==> src/kic_pkg.sv <==
// Shared types and constants of the keypad integer calculator.
package kic_pkg;

  localparam int unsigned KeyWidth   = 3;
  localparam int unsigned DigitWidth = 4;
  localparam int unsigned OpWidth    = 3;
  localparam int unsigned DispWidth  = 32;

  localparam logic [DigitWidth-1:0] DigitMax = DigitWidth'(9);

  typedef enum logic [KeyWidth-1:0] {
    KEY_DIGIT  = 3'd0,
    KEY_PLUS   = 3'd1,
    KEY_MINUS  = 3'd2,
    KEY_MUL    = 3'd3,
    KEY_DIV    = 3'd4,
    KEY_EQUALS = 3'd5,
    KEY_SQUARE = 3'd6
  } key_e;

  typedef enum logic [OpWidth-1:0] {
    OP_NONE  = 3'd0,
    OP_PLUS  = 3'd1,
    OP_MINUS = 3'd2,
    OP_MUL   = 3'd3,
    OP_DIV   = 3'd4
  } op_e;

  typedef struct packed {
    logic [KeyWidth-1:0]   key_opcode;
    logic [DigitWidth-1:0] digit_value;
  } kic_in_t;

  typedef struct packed {
    logic signed [DispWidth-1:0] display_value;
    logic [OpWidth-1:0]          pending_operation;
    logic                        divide_by_zero;
  } kic_out_t;

  typedef struct packed {
    logic start;
    op_e  op;
  } kic_unit_req_t;

  typedef struct packed {
    logic done;
    logic div_zero;
  } kic_unit_rsp_t;

endpackage

==> src/keypad_integer_calculator_core.sv <==
// Keypad integer calculator: key sequencer, calculator state and result register.
//
// Usage: one key per request on the input channel (in_valid_i / in_stall_o,
// payload in_req_i), one result per key on the output channel (out_valid_o /
// out_stall_i, payload out_req_o). A request moves on a rising edge with valid
// high and stall low.
// One key at a time: in_stall_o stays high from acceptance until the result is
// loaded into the output register.
// Path from acceptance to the push state, W = VALUE_WIDTH:
//   digit, ignored key, operator or equals with nothing pending: straight to push;
//   completing a pending operation: waits in ST_FIN for the unit's done pulse;
//   add, subtract and division by zero finish without the W-step loops;
//   square: waits in ST_SQR, after ST_FIN when an operation pends.
// Add, subtract and the loop steps share one adder in kic_unit; the W-step
// shift-add multiply and restoring divide loops set the worst case.
// Reset clears the display, left operand, pending operation and new-number
// flag, and empties the output register.
// While the receiver stalls, the result waits in the output register; a
// further key may be accepted and worked on, and its result is held back
// until the register drains.
module keypad_integer_calculator_core import kic_pkg::*; #(
  parameter int unsigned VALUE_WIDTH = 32
) (
  input  logic     clk_i,
  input  logic     rst_ni,
  input  logic     in_valid_i,
  output logic     in_stall_o,
  input  kic_in_t  in_req_i,
  output logic     out_valid_o,
  input  logic     out_stall_i,
  output kic_out_t out_req_o
);

  localparam int unsigned ExtWidth = (VALUE_WIDTH > DispWidth) ? VALUE_WIDTH : DispWidth;
  localparam logic [VALUE_WIDTH+3:0] LimNeg = {4'b0000, 1'b1, {(VALUE_WIDTH-1){1'b0}}};
  localparam logic [VALUE_WIDTH+3:0] LimPos = {4'b0000, 1'b0, {(VALUE_WIDTH-1){1'b1}}};

  typedef enum logic [3:0] {
    ST_IDLE = 4'b0001,
    ST_FIN  = 4'b0010,
    ST_SQR  = 4'b0100,
    ST_PUSH = 4'b1000
  } state_e;

  function automatic op_e op_of_key(input key_e key);
    op_e op;
    unique case (key)
      KEY_PLUS:  op = OP_PLUS;
      KEY_MINUS: op = OP_MINUS;
      KEY_MUL:   op = OP_MUL;
      KEY_DIV:   op = OP_DIV;
      default:   op = OP_NONE;
    endcase
    return op;
  endfunction

  state_e                 state_q, state_d;
  logic [VALUE_WIDTH-1:0] disp_q, disp_d;
  logic [VALUE_WIDTH-1:0] left_q, left_d;
  op_e                    latch_q, latch_d;
  logic                   start_q, start_d;
  logic                   dz_q, dz_d;
  key_e                   key_q, key_d;
  logic                   out_valid_q;
  kic_out_t               out_q;

  kic_unit_req_t          ureq;
  kic_unit_rsp_t          ursp;
  logic [VALUE_WIDTH-1:0] ua, ub, ures;

  logic [VALUE_WIDTH-1:0] dig_base, dig_mag, dig_new;
  logic [VALUE_WIDTH+3:0] dig_prod;
  logic                   dig_neg, dig_ok;
  key_e                   in_key;
  logic                   push;
  logic [ExtWidth-1:0]    disp_ext;

  kic_unit #(
    .VALUE_WIDTH(VALUE_WIDTH)
  ) u_unit (
    .clk_i (clk_i),
    .rst_ni(rst_ni),
    .req_i (ureq),
    .a_i   (ua),
    .b_i   (ub),
    .rsp_o (ursp),
    .res_o (ures)
  );

  assign in_key   = key_e'(in_req_i.key_opcode);
  assign dig_base = start_q ? '0 : disp_q;
  assign dig_neg  = dig_base[VALUE_WIDTH-1];
  assign dig_mag  = dig_neg ? ('0 - dig_base) : dig_base;
  assign dig_prod = (VALUE_WIDTH+4)'({dig_mag, 3'b000}) + (VALUE_WIDTH+4)'({dig_mag, 1'b0})
                  + (VALUE_WIDTH+4)'(in_req_i.digit_value);
  assign dig_ok   = dig_neg ? (dig_prod <= LimNeg) : (dig_prod <= LimPos);
  assign dig_new  = dig_neg ? ('0 - dig_prod[VALUE_WIDTH-1:0]) : dig_prod[VALUE_WIDTH-1:0];

  assign push = (state_q == ST_PUSH) && (!out_valid_q || !out_stall_i);

  always_comb begin
    state_d    = state_q;
    disp_d     = disp_q;
    left_d     = left_q;
    latch_d    = latch_q;
    start_d    = start_q;
    dz_d       = dz_q;
    key_d      = key_q;
    ureq.start = 1'b0;
    ureq.op    = OP_NONE;
    ua         = left_q;
    ub         = disp_q;
    unique case (state_q)
      ST_IDLE: begin
        if (in_valid_i) begin
          key_d   = in_key;
          dz_d    = 1'b0;
          state_d = ST_PUSH;
          unique case (in_key)
            KEY_DIGIT: begin
              if (in_req_i.digit_value <= DigitMax) begin
                start_d = 1'b0;
                if (dig_ok) begin
                  disp_d = dig_new;
                end
              end
            end
            KEY_PLUS, KEY_MINUS, KEY_MUL, KEY_DIV: begin
              if (latch_q != OP_NONE) begin
                ureq.start = 1'b1;
                ureq.op    = latch_q;
                state_d    = ST_FIN;
              end else begin
                latch_d = op_of_key(in_key);
                start_d = 1'b1;
                left_d  = disp_q;
              end
            end
            KEY_EQUALS: begin
              if (latch_q != OP_NONE) begin
                ureq.start = 1'b1;
                ureq.op    = latch_q;
                state_d    = ST_FIN;
              end
            end
            KEY_SQUARE: begin
              ureq.start = 1'b1;
              if (latch_q != OP_NONE) begin
                ureq.op = latch_q;
                state_d = ST_FIN;
              end else begin
                ureq.op = OP_MUL;
                ua      = disp_q;
                state_d = ST_SQR;
              end
            end
            default: ;
          endcase
        end
      end
      ST_FIN: begin
        if (ursp.done) begin
          disp_d  = ures;
          dz_d    = ursp.div_zero;
          latch_d = OP_NONE;
          start_d = 1'b1;
          state_d = ST_PUSH;
          unique case (key_q)
            KEY_SQUARE: begin
              ureq.start = 1'b1;
              ureq.op    = OP_MUL;
              ua         = ures;
              ub         = ures;
              state_d    = ST_SQR;
            end
            KEY_EQUALS: ;
            default: begin
              latch_d = op_of_key(key_q);
              left_d  = ures;
            end
          endcase
        end
      end
      ST_SQR: begin
        if (ursp.done) begin
          disp_d  = ures;
          left_d  = ures;
          latch_d = OP_NONE;
          start_d = 1'b1;
          state_d = ST_PUSH;
        end
      end
      ST_PUSH: begin
        if (push) begin
          state_d = ST_IDLE;
        end
      end
      default: begin
        state_d = ST_IDLE;
      end
    endcase
  end

  always_ff @(posedge clk_i or negedge rst_ni) begin
    if (!rst_ni) begin
      state_q <= ST_IDLE;
      disp_q  <= '0;
      left_q  <= '0;
      latch_q <= OP_NONE;
      start_q <= 1'b0;
      dz_q    <= 1'b0;
    end else begin
      state_q <= state_d;
      disp_q  <= disp_d;
      left_q  <= left_d;
      latch_q <= latch_d;
      start_q <= start_d;
      dz_q    <= dz_d;
    end
  end

  always_ff @(posedge clk_i) begin
    key_q <= key_d;
  end

  assign disp_ext = ExtWidth'($signed(disp_q));

  always_ff @(posedge clk_i or negedge rst_ni) begin
    if (!rst_ni) begin
      out_valid_q <= 1'b0;
    end else if (push) begin
      out_valid_q <= 1'b1;
    end else if (!out_stall_i) begin
      out_valid_q <= 1'b0;
    end
  end

  always_ff @(posedge clk_i) begin
    if (push) begin
      out_q.display_value     <= $signed(disp_ext[DispWidth-1:0]);
      out_q.pending_operation <= latch_q;
      out_q.divide_by_zero    <= dz_q;
    end
  end

  assign in_stall_o  = (state_q != ST_IDLE);
  assign out_valid_o = out_valid_q;
  assign out_req_o   = out_q;

  a_busy_after_accept: assert property (@(posedge clk_i) disable iff (!rst_ni)
    (in_valid_i && !in_stall_o) |=> in_stall_o) else $error("key taken without going busy");

  a_square_clear: assert property (@(posedge clk_i) disable iff (!rst_ni)
    (state_q == ST_SQR) |-> (latch_q == OP_NONE)) else $error("operation pends during square");

  a_push_loads: assert property (@(posedge clk_i) disable iff (!rst_ni)
    push |=> (out_valid_q && state_q == ST_IDLE)) else $error("result not loaded");

endmodule

==> src/kic_unit.sv <==
// Shared iterative arithmetic unit: add, subtract, shift-add multiply, restoring divide.
module kic_unit import kic_pkg::*; #(
  parameter int unsigned VALUE_WIDTH = 32
) (
  input  logic                   clk_i,
  input  logic                   rst_ni,
  input  kic_unit_req_t          req_i,
  input  logic [VALUE_WIDTH-1:0] a_i,
  input  logic [VALUE_WIDTH-1:0] b_i,
  output kic_unit_rsp_t          rsp_o,
  output logic [VALUE_WIDTH-1:0] res_o
);

  localparam int unsigned CntWidth = $clog2(VALUE_WIDTH + 1);

  op_e                   op_q, op_d;
  logic                  busy_q, busy_d;
  logic                  done_q, done_d;
  logic                  dz_q, dz_d;
  logic                  neg_q, neg_d;
  logic [CntWidth-1:0]   cnt_q, cnt_d;
  logic [VALUE_WIDTH-1:0] acc_q, acc_d;
  logic [VALUE_WIDTH-1:0] a_q, a_d;
  logic [VALUE_WIDTH-1:0] b_q, b_d;

  logic [VALUE_WIDTH:0]   add_x, add_y;
  logic                   add_cin;
  logic [VALUE_WIDTH+1:0] sum;

  always_comb begin
    add_x   = '0;
    add_y   = '0;
    add_cin = 1'b0;
    if (req_i.start) begin
      unique case (req_i.op)
        OP_PLUS: begin
          add_x = {1'b0, a_i};
          add_y = {1'b0, b_i};
        end
        OP_MINUS: begin
          add_x   = {1'b0, a_i};
          add_y   = ~{1'b0, b_i};
          add_cin = 1'b1;
        end
        default: ;
      endcase
    end else if (busy_q) begin
      if (cnt_q != '0) begin
        if (op_q == OP_DIV) begin
          add_x   = {acc_q, a_q[VALUE_WIDTH-1]};
          add_y   = ~{1'b0, b_q};
          add_cin = 1'b1;
        end else begin
          add_x = {1'b0, acc_q};
          add_y = b_q[0] ? {1'b0, a_q} : '0;
        end
      end else if (op_q == OP_DIV) begin
        add_y   = ~{1'b0, a_q};
        add_cin = 1'b1;
      end
    end
  end

  assign sum = {1'b0, add_x} + {1'b0, add_y} + {{(VALUE_WIDTH+1){1'b0}}, add_cin};

  always_comb begin
    op_d   = op_q;
    busy_d = busy_q;
    done_d = 1'b0;
    dz_d   = dz_q;
    neg_d  = neg_q;
    cnt_d  = cnt_q;
    acc_d  = acc_q;
    a_d    = a_q;
    b_d    = b_q;
    if (req_i.start) begin
      op_d = req_i.op;
      dz_d = 1'b0;
      unique case (req_i.op)
        OP_PLUS, OP_MINUS: begin
          acc_d  = sum[VALUE_WIDTH-1:0];
          done_d = 1'b1;
        end
        OP_MUL: begin
          acc_d  = '0;
          a_d    = a_i;
          b_d    = b_i;
          cnt_d  = CntWidth'(VALUE_WIDTH);
          busy_d = 1'b1;
        end
        OP_DIV: begin
          acc_d = '0;
          if (b_i == '0) begin
            dz_d   = 1'b1;
            done_d = 1'b1;
          end else begin
            a_d    = a_i[VALUE_WIDTH-1] ? ('0 - a_i) : a_i;
            b_d    = b_i[VALUE_WIDTH-1] ? ('0 - b_i) : b_i;
            neg_d  = a_i[VALUE_WIDTH-1] ^ b_i[VALUE_WIDTH-1];
            cnt_d  = CntWidth'(VALUE_WIDTH);
            busy_d = 1'b1;
          end
        end
        default: begin
          done_d = 1'b1;
        end
      endcase
    end else if (busy_q) begin
      if (cnt_q != '0) begin
        cnt_d = cnt_q - CntWidth'(1);
        if (op_q == OP_DIV) begin
          if (sum[VALUE_WIDTH+1]) begin
            acc_d = sum[VALUE_WIDTH-1:0];
            a_d   = {a_q[VALUE_WIDTH-2:0], 1'b1};
          end else begin
            acc_d = {acc_q[VALUE_WIDTH-2:0], a_q[VALUE_WIDTH-1]};
            a_d   = {a_q[VALUE_WIDTH-2:0], 1'b0};
          end
        end else begin
          acc_d = sum[VALUE_WIDTH-1:0];
          a_d   = {a_q[VALUE_WIDTH-2:0], 1'b0};
          b_d   = {1'b0, b_q[VALUE_WIDTH-1:1]};
        end
      end else begin
        busy_d = 1'b0;
        done_d = 1'b1;
        if (op_q == OP_DIV) begin
          acc_d = neg_q ? sum[VALUE_WIDTH-1:0] : a_q;
        end
      end
    end
  end

  always_ff @(posedge clk_i or negedge rst_ni) begin
    if (!rst_ni) begin
      busy_q <= 1'b0;
      done_q <= 1'b0;
      dz_q   <= 1'b0;
    end else begin
      busy_q <= busy_d;
      done_q <= done_d;
      dz_q   <= dz_d;
    end
  end

  always_ff @(posedge clk_i) begin
    op_q  <= op_d;
    neg_q <= neg_d;
    cnt_q <= cnt_d;
    acc_q <= acc_d;
    a_q   <= a_d;
    b_q   <= b_d;
  end

  assign rsp_o.done     = done_q;
  assign rsp_o.div_zero = dz_q;
  assign res_o          = acc_q;

  a_no_start_busy: assert property (@(posedge clk_i) disable iff (!rst_ni)
    busy_q |-> !req_i.start) else $error("unit started while busy");

  a_done_pulse: assert property (@(posedge clk_i) disable iff (!rst_ni)
    done_q |=> !done_q) else $error("unit done held longer than one cycle");

  a_dz_div: assert property (@(posedge clk_i) disable iff (!rst_ni)
    dz_q |-> op_q == OP_DIV) else $error("divide by zero flagged outside a division");

  a_mul_busy: assert property (@(posedge clk_i) disable iff (!rst_ni)
    (req_i.start && req_i.op == OP_MUL) |=> busy_q) else $error("multiply did not start");

endmodule
==> config.mk <==
export PLATFORM = sky130hd
export DESIGN_NAME = keypad_integer_calculator_core
export DESIGN_NICKNAME = d
export VERILOG_FILES = /design/src/kic_pkg.sv /design/src/keypad_integer_calculator_core.sv /design/src/kic_unit.sv
export SDC_FILE = /design/constraint.sdc
export NUM_CORES = 1
export LEC_CHECK = 0
export BUFFER_PORTS_ARGS = -buffer_cell sky130_fd_sc_hd__buf_2
export CELL_PAD_IN_SITES_DETAIL_PLACEMENT = 0
export CELL_PAD_IN_SITES_GLOBAL_PLACEMENT = 1
export CORE_ASPECT_RATIO = 1.25
export CORE_MARGIN = 4
export CORE_UTILIZATION = 32
export CTS_CLUSTER_SIZE = 40
export DETAILED_ROUTE_END_ITERATION = 8
export GPL_TIMING_DRIVEN = 0
export HOLD_SLACK_MARGIN = 0.03
export PLACE_DENSITY_LB_ADDON = 0.2
export SLEW_MARGIN = 20
export SYNTH_ARGS = -nofsm -noshare
export SYNTH_HDL_FRONTEND = slang
export SYNTH_SLANG_ARGS = --single-unit
==> constraint.sdc <==
create_clock -name clk_i -period 10.55 [get_ports clk_i]
set_input_delay 1.5825 -clock clk_i [delete_from_list [all_inputs] [get_ports clk_i]]
set_output_delay 1.5825 -clock clk_i [all_outputs]
set_load 0.02 [all_outputs]
==> impl_metrics.py <==
metrics = {
    "pwr": {
        "ir_worst_vdd_mv": 0.143,
        "power.static_leakage_uw": 0.00881,
        "power_density_mw_per_mm2": 373,
        "power.net_switching_uw": 4380,
        "combPwrFrac_pct": 65.5,
        "pwr-share-clk_pct": 11.0,
        "p_int_uw": 3920,
        "swShare_pct": 52.7,
        "seq_power_share_pct": 23.6,
    },
    "run": {
        "max_cap_viol_count": 0,
    },
    "finish": {
        "n_fill_cell": 6533,
        "multi_input_area_sq_mm": 0.0128,
        "antenna_cells": 0,
        "layout-drive-gt1-share_pct": 6.83,
        "instances_no_fill": 3349,
        "final-seq-area_sq_mm": 0.00628,
        "fin_nets": 2605,
        "area_delta_synth_final_pct": 11.3,
        "final_util_pct": 35.9,
    },
    "logic_synthesis": {
        "ys_seq_area_share_pct": 31.5,
        "synth_area_leader_cell": "edfxtp_1",
        "yosys_warnings": 0,
        "synth_area_leaders": "edfxtp_1 22%, dfrtp_1 9.5%, a21oi_1 7.5%",
        "synth_area_per_cell_sq_um": 8.26,
        "synth_common_cells": "332 x nor2_1, 301 x a21oi_1, 161 x nand2_1",
        "synth-edff-count": 145,
        "synthArstFlopShare_pct": 34.7,
        "synth_top_area_share_pct": 21.8,
        "syn_inst": 2417,
        "synth.most_common_cell": "nor2_1",
        "ys.flop_type": "edfxtp_1",
        "synth_nets": 2524,
        "yosys.cell_types.count": 91,
        "synth-seq-cells": 222,
        "syn-cell-area_sq_mm": 0.0200,
    },
    "clocking": {
        "cts_buffers": 25,
        "clkTransAtPathRegs_ns": 0.06,
        "cts-resized-gates": 0,
        "cts_buffer_depth": 3,
        "cts_tree": "built",
        "cts.hold.buffers_added": 0,
        "htreeDepth": 1,
        "postCtsSetupRepairBufs": 0,
        "clk_latency_ns": 0.58,
        "root_buffer": "clkbuf_16",
        "cts.sinks": 222,
    },
    "setup_path": {
        "path_class": "primary input to flop",
        "slowest_delay_ns": 0.74,
        "end_kind": "flop",
        "reg2reg_slack_ns": 1.05,
        "cp.arrival_ns": 9.95,
        "cp.required_ns": 11.00,
        "worstPathMaxFanout": 10,
        "start_kind": "primary input",
        "cpMaxStageDelayCell": "o21ai_0",
    },
    "sta": {
        "slew-limit-headroom_pct": 22.3,
        "fin_hold_ws_ns": 0.444,
        "fin_crit_ns": 9.50,
        "finalSetupTns_ns": 0,
        "finalHoldViolCount": 0,
        "fin_skew_ns": 0.0403,
        "rsz0062_at_grt": "false",
        "max_freq_mhz": 105,
        "finalCritPeriodShare_pct": 90.0,
        "slew_violations": 0,
        "worst_pin_slew_ns": 1.15,
        "setup_viol": 0,
        "layout_setup_ws_ns": 1.05,
    },
    "global_routing": {
        "antenna_found_initial": 0,
        "grt_overflow_total": 0,
        "grt_pass1_vias": 19300,
        "grt_max_degree": 53,
        "grt_pass1_wl_mm": 127,
        "track_usage_pct": 25.1,
    },
    "route": {
        "vias_per_cell": 5.86,
        "vias": 19600,
        "routed_wl_mm": 86.5,
        "wl_met3_mm": 4.43,
        "first_pass_iters": 9,
        "wl_met2_mm": 44.0,
        "met1_length_mm": 33.9,
        "drt-wirelength-per-cell_um": 25.8,
        "antenna_left": 0,
        "drc": 0,
        "drtIter0Drc": 1849,
        "highest_layer": "met4",
    },
    "floorplan": {
        "num_rows": 102,
        "die_width_um": 231,
        "die_h_um": 287,
        "initial_core_util_pct": 32.3,
        "ios": 49,
        "fp.dieArea_sq_mm": 0.0665,
        "coreArea_sq_mm": 0.0619,
    },
    "placed_design": {
        "dp_hpwl_mm": 69.9,
        "preCtsSetupSlack_ns": 0.748,
        "gp_congestion": 1.03,
        "post-place-cells": 3303,
        "port_buffers": 48,
    },
    "min_path": {
        "min-delay-path-class": "flop to flop",
    },
    "status": {
        "status": "complete, no violations",
    },
}
==> flip-flops by register name (all words and copies together) (netlist names), 4 cells and up <==
| name | count |
|---|---|
| out_req_o | 36 |
| disp_ext | 32 |
| left_q | 32 |
| u_unit.a_q | 32 |
| u_unit.b_q | 32 |
| u_unit.res_o | 32 |
| u_unit.cnt_q | 6 |
| state_q | 4 |
==> final cells by class <==
cell class	count	share of cell area, %
Buffer	195	3.54
Clock buffer	38	3.36
Clock inverter	8	0.309
Inverter	45	0.760
Multi-Input combinational cell	1955	57.4
Sequential cell	222	28.3
Tap cell	832	4.68
Timing Repair Buffer	54	1.65
==> layout by cell type, fill, tap and decap left out, drive strengths merged, types with 7 or more instances in the layout <==
cell type	n
a2111oi	7
a211o	9
a211oi	11
a21o	58
a21oi	301
a221o	31
a221oi	9
a22o	26
a31oi	27
and2	12
and3	15
buf	93
clkbuf	194
dfrtp	76
edfxtp	145
ha	92
inv	46
mux2	37
mux2i	79
nand2	161
nand3	25
nand3b	8
nand4	17
nor2	335
nor2b	13
nor3	49
nor4	24
o211ai	12
o21a	26
o21ai	139
o22ai	97
o31ai	28
or2	10
or3	14
xnor2	87
xor2	91
==> power groups by stage <==
stage	Clock (uW)	Combinational [uW]	Sequential, uW
floorplan	0	3560	1800
global placement	0	5170	1980
detailed placement	0	5270	1950
CTS	923	5320	1940
global route	957	5820	1980
finish	910	5440	1950
==> worst max-delay path, delay by kind of cell <==
family	cells	cell delay (ns)
simple gates	7	2.25
fa+ha+maj	1	0.38
compound gates	11	3.87
buf+inv	6	1.84
==> cell families after synthesis <==
logic type      count (synthesis)  share of synthesized area, %
buf+inv                       240                          4.79
xor+xnor                      178                          7.81
flops                         222                          31.5
simple gates                  718                          16.7
compound gates                847                          27.0
mux                           116                          6.05
fa+ha+maj                      96                          6.17
==> path summary, 6_finish.rpt <==
path                              start               end  cells after the start
min                        disp_ext[18]     out_req_o[22]                      0
min in group asynchronous        rst_ni       out_valid_o                      1
max in group asynchronous        rst_ni       disp_ext[1]                      2
max                          in_valid_i  u_unit.res_o[22]                     25
min reg2reg                disp_ext[18]     out_req_o[22]                      0
max reg2reg                  state_q[0]  u_unit.res_o[22]                     26
==> per-layer routing <==
layer  global-route usage, %  vias to the layer above
met2                    45.9                      765
met1                    29.9                     9556
li1                        -                     9117
met4                    10.7                        0
met5                       0                        -
met3                    2.04                      193
==> metrics by stage <==
step	instance area, sq um	power, uW
floorplan	20000	5360
global placement	21300	7150
detailed placement	21400	7220
CTS	22200	8180
global route	22200	8760
finish	22200	8300
Note: power is estimated with default switching activity, not from simulation.
